`src/jh2_pkg.sv`:
```
// shared types and constants for the two-dimensional joint histogram
`default_nettype none

package jh2_pkg;

  // payload widths
  localparam int OP_W       = 2;
  localparam int SAMPLE_W   = 16;
  localparam int BIN_IDX_W  = 16;
  localparam int COUNT_O_W  = 32;
  localparam int TOTAL_W    = 32;

  // register file
  localparam int SAMPLE_BITS_W = 5;
  localparam int BIN_BITS_W    = 4;
  localparam int ADDR_W        = 4;
  localparam int DATA_W        = 32;

  localparam logic [1:0] REG_SAMPLE_BITS = 2'd0;
  localparam logic [1:0] REG_BIN_BITS    = 2'd1;
  localparam logic [1:0] REG_SIGNED_MODE = 2'd2;

  localparam logic [SAMPLE_BITS_W-1:0] SAMPLE_BITS_RST = 5'd16;
  localparam logic [BIN_BITS_W-1:0]    BIN_BITS_RST    = 4'd8;

  typedef enum logic [1:0] {
    OP_ADD        = 2'd0,
    OP_READ       = 2'd1,
    OP_READ_CLEAR = 2'd2,
    OP_IGNORE     = 2'd3
  } op_t;

  typedef enum logic [1:0] {
    ST_CLEAR,
    ST_IDLE,
    ST_READ,
    ST_UPDATE
  } state_t;

  typedef struct packed {
    logic [SAMPLE_BITS_W-1:0] sample_bits;
    logic [BIN_BITS_W-1:0]    bin_bits;
    logic                     signed_mode;
  } cfg_t;

  typedef struct packed {
    logic clr_en;
    logic load_item;
    logic commit;
  } cmd_t;

  typedef struct packed {
    logic clr_last;
    op_t  op;
  } status_t;

endpackage

`default_nettype wire

```
`src/jh2_ctrl.sv`:
```
// controller: clearing pass, item sequencing and result handshake
`default_nettype none

module jh2_ctrl (
  input  wire logic       clk,
  input  wire logic       rst_n,
  input  wire logic       in_valid,
  output logic            in_ready,
  output logic            out_valid,
  input  wire logic       out_ready,
  output jh2_pkg::cmd_t   cmd,
  input  wire jh2_pkg::status_t status
);
  import jh2_pkg::*;

  state_t state_r, state_nxt;
  logic   out_valid_r, out_valid_nxt;
  logic   is_read;

  assign is_read = (status.op == OP_READ) || (status.op == OP_READ_CLEAR);

  always_ff @(posedge clk) begin
    if (!rst_n) begin
      state_r     <= ST_CLEAR;
      out_valid_r <= 1'b0;
    end else begin
      state_r     <= state_nxt;
      out_valid_r <= out_valid_nxt;
    end
  end

  always_comb begin
    state_nxt = state_r;
    in_ready  = 1'b0;
    cmd       = '0;
    unique case (state_r)
      ST_CLEAR: begin
        cmd.clr_en = 1'b1;
        if (status.clr_last) state_nxt = ST_IDLE;
      end
      ST_IDLE: begin
        in_ready      = 1'b1;
        cmd.load_item = in_valid;
        if (in_valid) state_nxt = ST_READ;
      end
      ST_READ: begin
        state_nxt = ST_UPDATE;
      end
      ST_UPDATE: begin
        // a read waits here until the result register is free
        if (!is_read || !out_valid_r || out_ready) begin
          cmd.commit = 1'b1;
          state_nxt  = ST_IDLE;
        end
      end
      default: state_nxt = ST_CLEAR;
    endcase

    if (cmd.commit && is_read) begin
      out_valid_nxt = 1'b1;
    end else if (out_ready) begin
      out_valid_nxt = 1'b0;
    end else begin
      out_valid_nxt = out_valid_r;
    end
  end

  assign out_valid = out_valid_r;

endmodule

`default_nettype wire

```
`config.mk`:
```
export PLATFORM = sky130hd
export DESIGN_NAME = jh2_ctrl
export DESIGN_NICKNAME = d
export VERILOG_FILES = /design/src/jh2_pkg.sv /design/src/jh2_ctrl.sv
export SDC_FILE = /design/constraint.sdc
export NUM_CORES = 1
export LEC_CHECK = 0
export ABC_CLOCK_PERIOD_IN_PS = 2600
export BUFFER_PORTS_ARGS = -buffer_cell sky130_fd_sc_hd__buf_4
export CELL_PAD_IN_SITES_DETAIL_PLACEMENT = 1
export CELL_PAD_IN_SITES_GLOBAL_PLACEMENT = 1
export CORE_AREA = 2 2 39 41
export DETAILED_ROUTE_END_ITERATION = 6
export DIE_AREA = 0 0 41 43
export PLACE_DENSITY = 0.56
export SETUP_SLACK_MARGIN = 0.05
export SLEW_MARGIN = 25
export SYNTH_ARGS = -nofsm -noshare
export SYNTH_HDL_FRONTEND = slang
export SYNTH_SLANG_ARGS = --single-unit
```
`constraint.sdc`:
```
create_clock -name clk -period 2.6 [get_ports clk]
set_input_delay 0.39 -clock clk [delete_from_list [all_inputs] [get_ports clk]]
set_output_delay 0.39 -clock clk [all_outputs]
set_load 0.005 [all_outputs]
```
# Word-level counts from Yosys, hierarchy flattened
# Cells that the tools add are included.
[word_totals] in_bits=7 word_cells=30 out_inout_bits=5 reg_bits=3
[op_classes] n_eq_ne=8 muxes=11 n_reduce_logical=9
[op_table] cell="$pmux 2 s4" n=1
[op_table] cell="$mux 1" n=7
[op_table] cell="$eq 2x2->1 const B" n=3
[op_table] cell="$mux 2" n=3
[op_table] cell="$ne 2x2->1 const B" n=3
[op_table] cell="$eq 2x1->1 const B" n=2
[op_table] cell="$logic_or 1x1->1" n=3
[op_table] cell="$reduce_and 3->1" n=1
[op_table] cell="$logic_not 1->1" n=2
[op_table] cell="$logic_not 2->1" n=1
[op_table] cell="$reduce_bool 2->1" n=1
[op_table] cell="$logic_and 1x1->1" n=1

# Longest topological paths before layout
[depth] word_depth=9 mapped_depth=5

# Least setup slack after synthesis
# OpenSTA, ideal clock, no wires.
[synth_timing] path_kind="flip-flop to flip-flop" startpoint="register state_r[0]" endpoint="register state_r[0]" required_ns=2.528 setup_slack_ns=1.346 arrival_time_ns=1.182 path_stages_with_launch=5 cell_sequence="dfxtp_1 -> ha_1 -> and3b_1 -> a221oi_2 -> mux2i_1"
[synth_via] elab_chain_cells=3 elab_cells_between_ends=9 cone_classes="eq/ne (6); mux (1); reduce/logical (2)"
[synth_rtl] element="start: declaration" line_no="jh2_ctrl.sv:16" source="state_t state_r, state_nxt;"
[synth_rtl] element="start signal: assignment" line_no="jh2_ctrl.sv:27" source="state_r <= state_nxt;"
[synth_rtl] element="$eq 2x2->1 (tied with other cells)" line_no="jh2_ctrl.sv:36" source="unique case (state_r)"
[synth_rtl] element="$ne 2x2->1 (no source line)"
[synth_rtl] element="$reduce_and 3->1 (no source line)"
# Parallel ways exist; a longest one is shown, timed or not.
# A chain may end at the register's enable or synchronous reset.

==> impl_metrics.py <==
metrics = {
    "power_and_ir_drop": {
        "vdd_drop_max_v": 0.000240,
        "leakagePower_nw": 0.179,
        "p_per_area_nw_per_um2": 820,
    },
    "placed_design": {
        "dp_slack_ns": 1.14,
        "gp_congestion": 0.626,
        "io_buffers": 11,
        "dpl.hpwl_um": 458,
    },
    "min_path": {
        "worst_hold_path_type": "input port to register",
        "hold_depth": 2,
        "holdPathEnd": "out_valid",
        "hp-start": "rst_n",
    },
    "setup_path": {
        "endpoint_kind": "output pin",
        "critPathLaunch": "state_r[1]",
        "cp-start-kind": "register",
        "crit_fanout": 4,
        "ff2ff_path_depth": 4,
        "crit_arrival_ns": 1.16,
        "critPathRequiredTime_ns": 2.21,
        "criticalPathCategory": "register to output pin",
        "reg2reg_slack_ns": 1.17,
        "rr_startpoint": "state_r[0]",
        "rr_endpoint": "state_r[0]",
    },
    "timing": {
        "final.setup.tns_ns": 0,
        "clock.fmax_mhz": 644,
        "setup_viol": 0,
        "max_slew_margin_pct": 79.0,
        "finalCriticalPeriod_ns": 1.55,
        "fin_worst_skew_ns": 0.000254,
        "rsz0062_at_grt": "false",
        "maxSlewViolCount": 0,
        "worstMarginPinSlew_ns": 0.314,
        "fin_crit_sh_pct": 59.7,
        "hold_slack_ns": 0.427,
        "hold_violations": 0,
        "fin_ws_ns": 1.05,
    },
    "die": {
        "coreArea_um2": 1380,
        "dieArea_um2": 1760,
        "row_count": 14,
        "die_y_um": 43,
        "boundaryPins": 12,
        "die_width_um": 41,
        "initial_core_util_pct": 15.8,
    },
    "logic_synthesis": {
        "synthDistinctLibCells": 14,
        "netlist_top_cells_area": "dfxtp_1 27%, ha_1 17%, mux2i_1 9.1%, a221oi_2 6.9%, nor2b_1 5.7%",
        "avgSynthCellArea_um2": 9.12,
        "syn-num-nets": 34,
        "yosysWarnings": 0,
        "synth_area_um2": 219,
        "ys_ff_latch": 3,
        "synth_cells": 24,
        "yosysTopAreaCell": "dfxtp_1",
        "ys_seq_area_share_pct": 27.4,
        "synth_top_area_share_pct": 27.4,
    },
    "route": {
        "firstDrtPassIters": 2,
        "antenna_left": 0,
        "vias": 216,
        "via_per_inst": 3.93,
        "wl_per_cell_um": 9.73,
        "drc": 0,
        "first_iter_violations": 1,
        "routed_wl_um": 535,
    },
    "global_routing": {
        "overflow": 0,
        "grt_pass1_vias": 204,
        "antenna_found_initial": 0,
        "grt_pass1_wl_um": 800,
        "grt_max_degree": 6,
        "grtUsageTotal_pct": 7.22,
    },
    "final_layout": {
        "drive_gt1_share_pct": 41.0,
        "area_growth_pct": 58.9,
        "final_nets": 50,
        "diodes": 0,
    },
    "clock_network": {
        "cts_tree": "built",
        "post_cts_buffers": 0,
        "cts.sinks": 3,
        "cts_max_path_buffers": 2,
        "htree_levels": 1,
        "clk_latency_ns": 0.23,
        "cts_resized": 0,
        "cts_inserted_buffers": 3,
        "root_buffer": "clkbuf_4",
        "cts-hold-fix-buffers": 0,
        "clkTransAtPathRegs_ns": 0.04,
    },
    "status": {
        "outcome": "complete, no violations",
    },
    "flow_run": {
        "drv_cap": 0,
    },
}
-- report_power, final --
group / switching [mW] / total (mW) / internal [mW] / leakage, nW
Combinational: 0.0572 / 0.133 / 0.0759 / 0.140
Sequential: 0.0126 / 0.0724 / 0.0597 / 0.0246
Clock: 0.0222 / 0.0796 / 0.0574 / 0.0150
Total: 0.0920 / 0.285 / 0.193 / 0.179
-- stage by stage --
| stage | area, um^2 | total power, mW | util [%] | instances |
|---|---|---|---|---|
| 2_1_floorplan | 219 | 0.147 | - | 24 |
| 3_3_place_gp | 322 | 0.203 | 23.2 | 51 |
| 3_5_place_dp | 322 | 0.211 | 23.2 | 51 |
| 4_1_cts | 348 | 0.295 | 25.1 | 55 |
| 5_1_grt | 348 | 0.316 | 25.1 | 55 |
| 6_report | 348 | 0.285 | 25.1 | 55 |
-- placed cells by master, fill, tap and decap left out, types with 2 or more instances in the layout --
| cell | netlist | layout |
|---|---|---|
| nor2b_1 | 2 | 2 |
| dfxtp_1 | 3 | 3 |
| buf_4 | 0 | 11 |
| mux2i_1 | 2 | 2 |
| nand2_1 | 3 | 3 |
| ha_1 | 3 | 3 |
| clkbuf_4 | 0 | 3 |
| inv_1 | 3 | 3 |
-- layer usage --
metal | GRT usage (%) | vias to the layer above | routed length, um
met2 | 9.69 | 12 | 226
li1 | - | 108 | -
met4 | 2.00 | 0 | 0
met1 | 7.37 | 96 | 238
met3 | 7.85 | 0 | 71
met5 | 0 | - | 0
-- kinds of logic (layout without fill, tap and decap cells) --
group | Yosys count | in the layout | share of synthesized area (%)
compound gates | 3 | 3 | 12.6
xor+xnor | 1 | 1 | 4.00
fa+ha+maj | 3 | 3 | 17.1
buf+inv | 3 | 18 | 5.14
flops | 3 | 3 | 27.4
mux | 2 | 2 | 9.14
simple gates | 9 | 9 | 24.6
-- final cells by class --
| class | instances | area, um^2 |
|---|---|---|
| Clock buffer | 4 | 26.3 |
| Multi-Input combinational cell | 18 | 148 |
| Fill cell | 167 | 1040 |
| Inverter | 3 | 11.3 |
| Timing Repair Buffer | 11 | 82.6 |
| Sequential cell | 3 | 60.1 |
| Tap cell | 16 | 20.0 |
-- registers in the layout, summed over array words and instances, names as in the netlist --
name and cells:
state_r 2, out_valid 1
-- synthesized netlist by cell type --
master	number
mux2i_1	2
nand2_1	3
and2b_2	1
dfxtp_1	3
nor2b_1	2
a221oi_2	1
a21boi_0	1
and3b_1	1
ha_1	3
xor2_1	1
nand2b_1	1
and2_1	1
a21oi_1	1
inv_1	3
-- worst max-delay path, stage by stage (launching register included) --
cell     delay, ns
dfxtp_1       0.34
inv_1         0.07
ha_1          0.23
and2_1        0.17
buf_4         0.13
-- worst max path at each step --
stage	to	slack [ns]	cells past startpoint
final	cmd[1]	1.05	4
after global routing	cmd[1]	0.98	4
after CTS	cmd[1]	1.02	4
after detailed placement	cmd[0]	1.14	4
after global placement	cmd[0]	1.16	4
after floorplan	state_r[0]	1.35	4
No activity file was read; power rests on OpenSTA's default activity.
