[config.mk]
export PLATFORM = sky130hd
export DESIGN_NAME = jh2_cfg
export DESIGN_NICKNAME = d
export VERILOG_FILES = /design/src/jh2_pkg.sv /design/src/jh2_cfg.sv
export SDC_FILE = /design/constraint.sdc
export NUM_CORES = 1
export LEC_CHECK = 0
export ABC_CLOCK_PERIOD_IN_PS = 1500
export BUFFER_PORTS_ARGS = -buffer_cell sky130_fd_sc_hd__buf_4
export CAP_MARGIN = 20
export CORE_MARGIN = 3
export CORE_UTILIZATION = 37
export CTS_BUF_LIST = sky130_fd_sc_hd__clkbuf_4 sky130_fd_sc_hd__clkbuf_8
export CTS_CLUSTER_SIZE = 40
export DETAILED_ROUTE_END_ITERATION = 6
export PLACE_DENSITY_LB_ADDON = 0.25
export SYNTH_ARGS = -nofsm -noshare
export SYNTH_HDL_FRONTEND = slang
export SYNTH_SLANG_ARGS = --single-unit
[constraint.sdc]
create_clock -name clk -period 1.5 [get_ports clk]
set_input_delay 0.3 -clock clk [delete_from_list [all_inputs] [get_ports clk]]
set_output_delay 0.3 -clock clk [all_outputs]
set_load 0.02 [all_outputs]
[src/jh2_pkg.sv]
// shared types and constants for the two-dimensional joint histogram
`default_nettype none

package jh2_pkg;

  // payload widths
  localparam int OP_W       = 2;
  localparam int SAMPLE_W   = 16;
  localparam int BIN_IDX_W  = 16;
  localparam int COUNT_O_W  = 32;
  localparam int TOTAL_W    = 32;

  // register file
  localparam int SAMPLE_BITS_W = 5;
  localparam int BIN_BITS_W    = 4;
  localparam int ADDR_W        = 4;
  localparam int DATA_W        = 32;

  localparam logic [1:0] REG_SAMPLE_BITS = 2'd0;
  localparam logic [1:0] REG_BIN_BITS    = 2'd1;
  localparam logic [1:0] REG_SIGNED_MODE = 2'd2;

  localparam logic [SAMPLE_BITS_W-1:0] SAMPLE_BITS_RST = 5'd16;
  localparam logic [BIN_BITS_W-1:0]    BIN_BITS_RST    = 4'd8;

  typedef enum logic [1:0] {
    OP_ADD        = 2'd0,
    OP_READ       = 2'd1,
    OP_READ_CLEAR = 2'd2,
    OP_IGNORE     = 2'd3
  } op_t;

  typedef enum logic [1:0] {
    ST_CLEAR,
    ST_IDLE,
    ST_READ,
    ST_UPDATE
  } state_t;

  typedef struct packed {
    logic [SAMPLE_BITS_W-1:0] sample_bits;
    logic [BIN_BITS_W-1:0]    bin_bits;
    logic                     signed_mode;
  } cfg_t;

  typedef struct packed {
    logic clr_en;
    logic load_item;
    logic commit;
  } cmd_t;

  typedef struct packed {
    logic clr_last;
    op_t  op;
  } status_t;

endpackage

`default_nettype wire

[src/jh2_cfg.sv]
// apb-style configuration registers
`default_nettype none

module jh2_cfg (
  input  wire logic                        clk,
  input  wire logic                        rst_n,
  input  wire logic                        psel,
  input  wire logic                        penable,
  input  wire logic                        pwrite,
  input  wire logic [jh2_pkg::ADDR_W-1:0]  paddr,
  input  wire logic [jh2_pkg::DATA_W-1:0]  pwdata,
  output logic      [jh2_pkg::DATA_W-1:0]  prdata,
  output logic                             pready,
  output jh2_pkg::cfg_t                    cfg
);
  import jh2_pkg::*;

  logic [SAMPLE_BITS_W-1:0] sample_bits_r, sample_bits_nxt;
  logic [BIN_BITS_W-1:0]    bin_bits_r, bin_bits_nxt;
  logic                     signed_mode_r, signed_mode_nxt;
  logic                     wr_en;
  logic [1:0]               reg_idx;

  assign pready  = 1'b1;
  assign wr_en   = psel & penable & pwrite;
  assign reg_idx = paddr[3:2];

  always_comb begin
    sample_bits_nxt = sample_bits_r;
    bin_bits_nxt    = bin_bits_r;
    signed_mode_nxt = signed_mode_r;
    if (wr_en) begin
      unique case (reg_idx)
        REG_SAMPLE_BITS: sample_bits_nxt = pwdata[SAMPLE_BITS_W-1:0];
        REG_BIN_BITS:    bin_bits_nxt    = pwdata[BIN_BITS_W-1:0];
        REG_SIGNED_MODE: signed_mode_nxt = pwdata[0];
        default: ;
      endcase
    end
  end

  always_ff @(posedge clk) begin
    if (!rst_n) begin
      sample_bits_r <= SAMPLE_BITS_RST;
      bin_bits_r    <= BIN_BITS_RST;
      signed_mode_r <= 1'b0;
    end else begin
      sample_bits_r <= sample_bits_nxt;
      bin_bits_r    <= bin_bits_nxt;
      signed_mode_r <= signed_mode_nxt;
    end
  end

  always_comb begin
    unique case (reg_idx)
      REG_SAMPLE_BITS: prdata = {{(DATA_W-SAMPLE_BITS_W){1'b0}}, sample_bits_r};
      REG_BIN_BITS:    prdata = {{(DATA_W-BIN_BITS_W){1'b0}}, bin_bits_r};
      REG_SIGNED_MODE: prdata = {{(DATA_W-1){1'b0}}, signed_mode_r};
      default:         prdata = '0;
    endcase
  end

  assign cfg.sample_bits = sample_bits_r;
  assign cfg.bin_bits    = bin_bits_r;
  assign cfg.signed_mode = signed_mode_r;

endmodule

`default_nettype wire

-- Yosys cells after proc, flatten, opt, wreduce, memory -nomap -nowiden
Index checks and enable logic that the tools add are counted.
- output and inout bits: 43
- input bits: 41
- bits in registers: 10
- bitwise logic cells: 2
- equality and inequality tests: 2
- mux-type cells: 1
- reduce and logical (&&, ||, !) cells: 4
- operators with widths (cell ; count):
    5-bit one-hot mux with 3 select lines ; 1
    2-bit AND reduction ; 3
    1-bit bitwise AND ; 2
    2-bit by 1-bit equality test with 1-bit output (second input constant) ; 1
    2-bit equality test (second input constant) ; 1
    2-bit logical NOT ; 1

-- Longest topological paths before layout
- depth after elaboration: 3
- depth in mapped cells: 3
- mapped depth without buffers: 3

-- Worst setup path after synthesis
OpenSTA, ideal clock, no wires.
- path kind: input-to-output
- start: in paddr[2] (netlist bit)
- end: out prdata[0] (netlist bit)
- stages on the path: 3
- path slack: 0.139 ns
- required time: 1.200 ns
- arrival time: 1.061 ns
- cells stage by stage: buf_4 > mux2i_1 > o21ai_0
- longest elaborated chain between the ends: 2
- elaborated cells between the ends (all ways): 4
- ends and longest elaborated chain (what ; line ; RTL):
    start, declared ; jh2_cfg.sv:10 ; input wire logic [jh2_pkg::ADDR_W-1:0] paddr,
    2-bit equality test, or another cell as far along ; jh2_cfg.sv:55 ; unique case (reg_idx)
    5-bit one-hot mux with 3 select lines (*) ; jh2_cfg.sv:55 ;
    end, declared ; jh2_cfg.sv:12 ; output logic [jh2_pkg::DATA_W-1:0] prdata,
Every way passes the cells marked *; elsewhere a longest branch is shown, timed or not.

-- Worst setup path in the final report
- start: reg bin_bits_r[0]
- end: out prdata[0] (netlist bit)
- longest elaborated chain between the ends: 1
- ends and longest elaborated chain (what ; line ; RTL):
    start, declared ; jh2_cfg.sv:19 ; logic [BIN_BITS_W-1:0] bin_bits_r, bin_bits_nxt;
    start signal, assigned ; jh2_cfg.sv:49 ; bin_bits_r <= bin_bits_nxt;
    5-bit one-hot mux with 3 select lines ; jh2_cfg.sv:55 ;
Every way passes these cells.

==> results.txt <==
----------------------------------------------------
[Drt]
  Post-detailed-route wirelength per cell ... a little over 10 um
  Routed vias ... 530
  Drt total wl ... about 1300 um
  Number of remaining DRC errors ... 0
  Violation count after the first detailed-route iteration ... 8
  Residual antenna-violating net count after detailed routing ... 0
  Number of search-and-repair iterations in the first detailed-routing pass ... 4
  Average via count per standard cell ... 3.985

[Layout]
  Post-route design area ... between 800 and 900 um2
  Count of filler cells inserted in the layout ... 194
  Share of cells above drive strength 1 ... between 30% and 40%
  Share of the core filled with cells ... around 48%
  Area added between synthesis and finish ... 15.99%
  Diode insertion count for antenna repair ... 0
  Post-layout net count ... 150

[Logic synthesis]
  Portion of the post-synthesis area used by sequential elements ... 26.94%
  Synth area leaders ... sky130_fd_sc_hd__buf_4, sky130_fd_sc_hd__dfxtp_1, sky130_fd_sc_hd__mux2i_1
  Leading cell types by count after synthesis ... sky130_fd_sc_hd__buf_4, sky130_fd_sc_hd__mux2i_1, sky130_fd_sc_hd__nand2_1
  Largest area contributor in the netlist ... sky130_fd_sc_hd__buf_4
  Flops & latches, synth ... 10
  Synthesized cell area ... approximately 740 um2
  Post-synth top flop ... sky130_fd_sc_hd__dfxtp_1
  Number of enable-type register cells in the synthesized netlist ... 0
  Cell with the most instances after synthesis ... sky130_fd_sc_hd__buf_4
  Async SR Flop Fraction ... 0%
  Proportion of netlist area held by the largest area contributor ... about 30%
  Syn_area_per_cell ... 8.848 um2
  Count of unique library cells instantiated by Yosys ... 15
  Synthesized instance count ... 84
  Synthesis warning total ... 0

[GRT]
  Largest net degree at the start of global routing ... 17
  Routing usage on met2 ... 16.09%
  Met3 Usage GRT ... about 3.2%
  Overall Global Routing Usage ... around a tenth
  Busiest metal layer after global routing ... met2
  Final global-route overflow total ... 0
  Global Route met1 Usage ... roughly an eighth
  Vias in the first global route ... approximately 440
  First-pass GRT wire length ... between 2000 and 2500 um
  Initial antenna violation count ... 0

[Worst setup path]
  R2R Setup Slk ... about 870 ps
  Number of cells on the worst reg-to-reg path ... 2
  Startpoint of the worst-slack reg-to-reg timing path ... bin_bits_r[3]
  Arrival time reported for the critical path endpoint ... just over 1000 ps
  Maximum fanout encountered on the critical timing path ... 3
  Reg2Reg Capture Point ... bin_bits_r[3]
  Worst Setup SP ... bin_bits_r[0]
  Critical path type ... flop to output pin
  Data required, critical path ... about 1200 ps
  Startpoint class of the critical path ... flop
  Kind of capture point of the worst setup path ... output pin

[Floorplan]
  Horiz. Die Dim ... between 50 and 60 um
  Top-level port count ... 84
  Die area ... around 0.0026 mm2
  Total number of placement rows ... 15
  Core region area ... roughly 0.0018 mm2
  Starting density of the core ... about two fifths
  Die H ... around 50 um

[Placement]
  PortBufs ... 26
  Post-detailed-placement half-perimeter wirelength ... ~1100 um
  Cell area reported after detailed placement ... slightly above 800 um2
  Final RePlAce weighted congestion ... a little under 0.7

[Power]
  Pwr per Cell Area ... ~760 mW/mm2
  Cell leakage power ... ~0.4 nW
  IR Drop Worst-Case VDD ... roughly 0.53 mV
  Power, Total ... around 0.00066 W

[Clock tree]
  H-Tree Depth ... 1
  Post-cts sizing count ... 0
  Insertion delay to the later sink of the worst-skew pair ... 270 ps
  CTS root buffer ... sky130_fd_sc_hd__clkbuf_4
  Hold buffers post-CTS ... 0
  Maximum root-to-sink buffer count ... 2
  CTS Buf Count ... 3
  Buffers inserted by post-CTS timing repair ... 0
  Register clock-pin slew on the reported worst setup and hold paths ... 70 ps
  Total clock sinks ... 10
  Clock tree from TritonCTS ... built

[STA]
  Count of final hold-check violations ... 0
  Part of the cycle the worst path needs ... a little under 90%
  RSZ-0062 raised after global routing ... no
  Final-report max-slew violation count ... 0
  Post-Route Skew ... 0 ps
  Aggregate negative setup slack ... 0 ps
  Fmax ... approximately 760 MHz
  Smallest hold slack ... about 300 ps
  # setup viols final ... 0
  Post-layout minimum cycle time ... roughly 1300 ps

[Hold path]
  Class of the worst hold path ... input pin to flop
  Startpoint of the tightest hold check path ... pwdata[3]
  Hold Path Sink ... sample_bits_r[3]
  Hold Crit Depth ... 3

[Status]
  Run status ... finished, final reports clean

[Flow run]
  Max-cap check violation count ... 0

----------------------------------------------------
cell type report:
class                           count  area (um2)  share of cell area, %
Tap cell                           25       31.28                  3.628
Clock buffer                        4       36.28                  4.209
Sequential cell                    10       200.2                  23.22
Multi-Input combinational cell     68       399.1                  46.30
Timing Repair Buffer               26       195.2                  22.64
layer usage:
metal	routed length [um]	vias to the layer above
met5	0	-
met4	40	0
met3	166	4
met2	641	34
met1	494	231
li1	-	261
state kept, by name, summed over array words and instances (netlist names):
name           flops
bin_bits_r         4
signed_mode_r      1
sample_bits_r      5
how the worst max path moves through the flow:
stage	endpoint	slack, ps	depth (start not counted)
after floorplan	prdata[0]	140	3
after global placement	prdata[0]	280	4
after detailed placement	bin_bits_r[2]	280	4
after CTS	prdata[0]	160	3
after global routing	prdata[0]	90	3
final	prdata[0]	190	3
critical path: stages (launching register included):
cell	delay (ps)
sky130_fd_sc_hd__dfxtp_1	360
sky130_fd_sc_hd__mux2i_1	80
sky130_fd_sc_hd__o21ai_0	140
sky130_fd_sc_hd__buf_4	160
power by group:
| part | internal (W) | switching (W) |
|---|---|---|
| logic | 0.0000412 | 0.000103 |
| registers | 0.000269 | 0.00000267 |
| clock network | 0.000147 | 0.0000921 |
metrics by stage:
stage | worst slack [ps] | instances
global route | 86.02 | 133
detailed placement | 275.0 | 129
global placement | 284.8 | 129
finish | 189.0 | 133
floorplan | 138.8 | 110
CTS | 162.1 | 133
cell families after synthesis:
group                  Yosys count  share of synthesized area (%)
buffers and inverters           32                          32.49
AND/OR/NAND/NOR                 25                          20.03
multiplexers                    14                          18.85
flip-flops                      10                          26.94
AO/OA/AOI/OAI                    1                         0.6728
other                            2                          1.010
placed cells by master (no fill, tap or decap):
cell	synthesis	routed
sky130_fd_sc_hd__nor3b_1	2	2
sky130_fd_sc_hd__clkbuf_8	0	1
sky130_fd_sc_hd__nor2_1	3	3
sky130_fd_sc_hd__nor3_4	1	1
sky130_fd_sc_hd__nand2_1	12	12
sky130_fd_sc_hd__nand3b_1	1	1
sky130_fd_sc_hd__o21ai_0	1	1
sky130_fd_sc_hd__clkbuf_4	0	3
sky130_fd_sc_hd__dfxtp_1	10	10
sky130_fd_sc_hd__nand3_2	1	1
sky130_fd_sc_hd__nor3b_4	1	1
sky130_fd_sc_hd__nor2b_1	4	4
sky130_fd_sc_hd__mux2i_1	14	14
sky130_fd_sc_hd__buf_4	30	26
sky130_fd_sc_hd__conb_1	2	28
(Power assumes the default switching activity.)
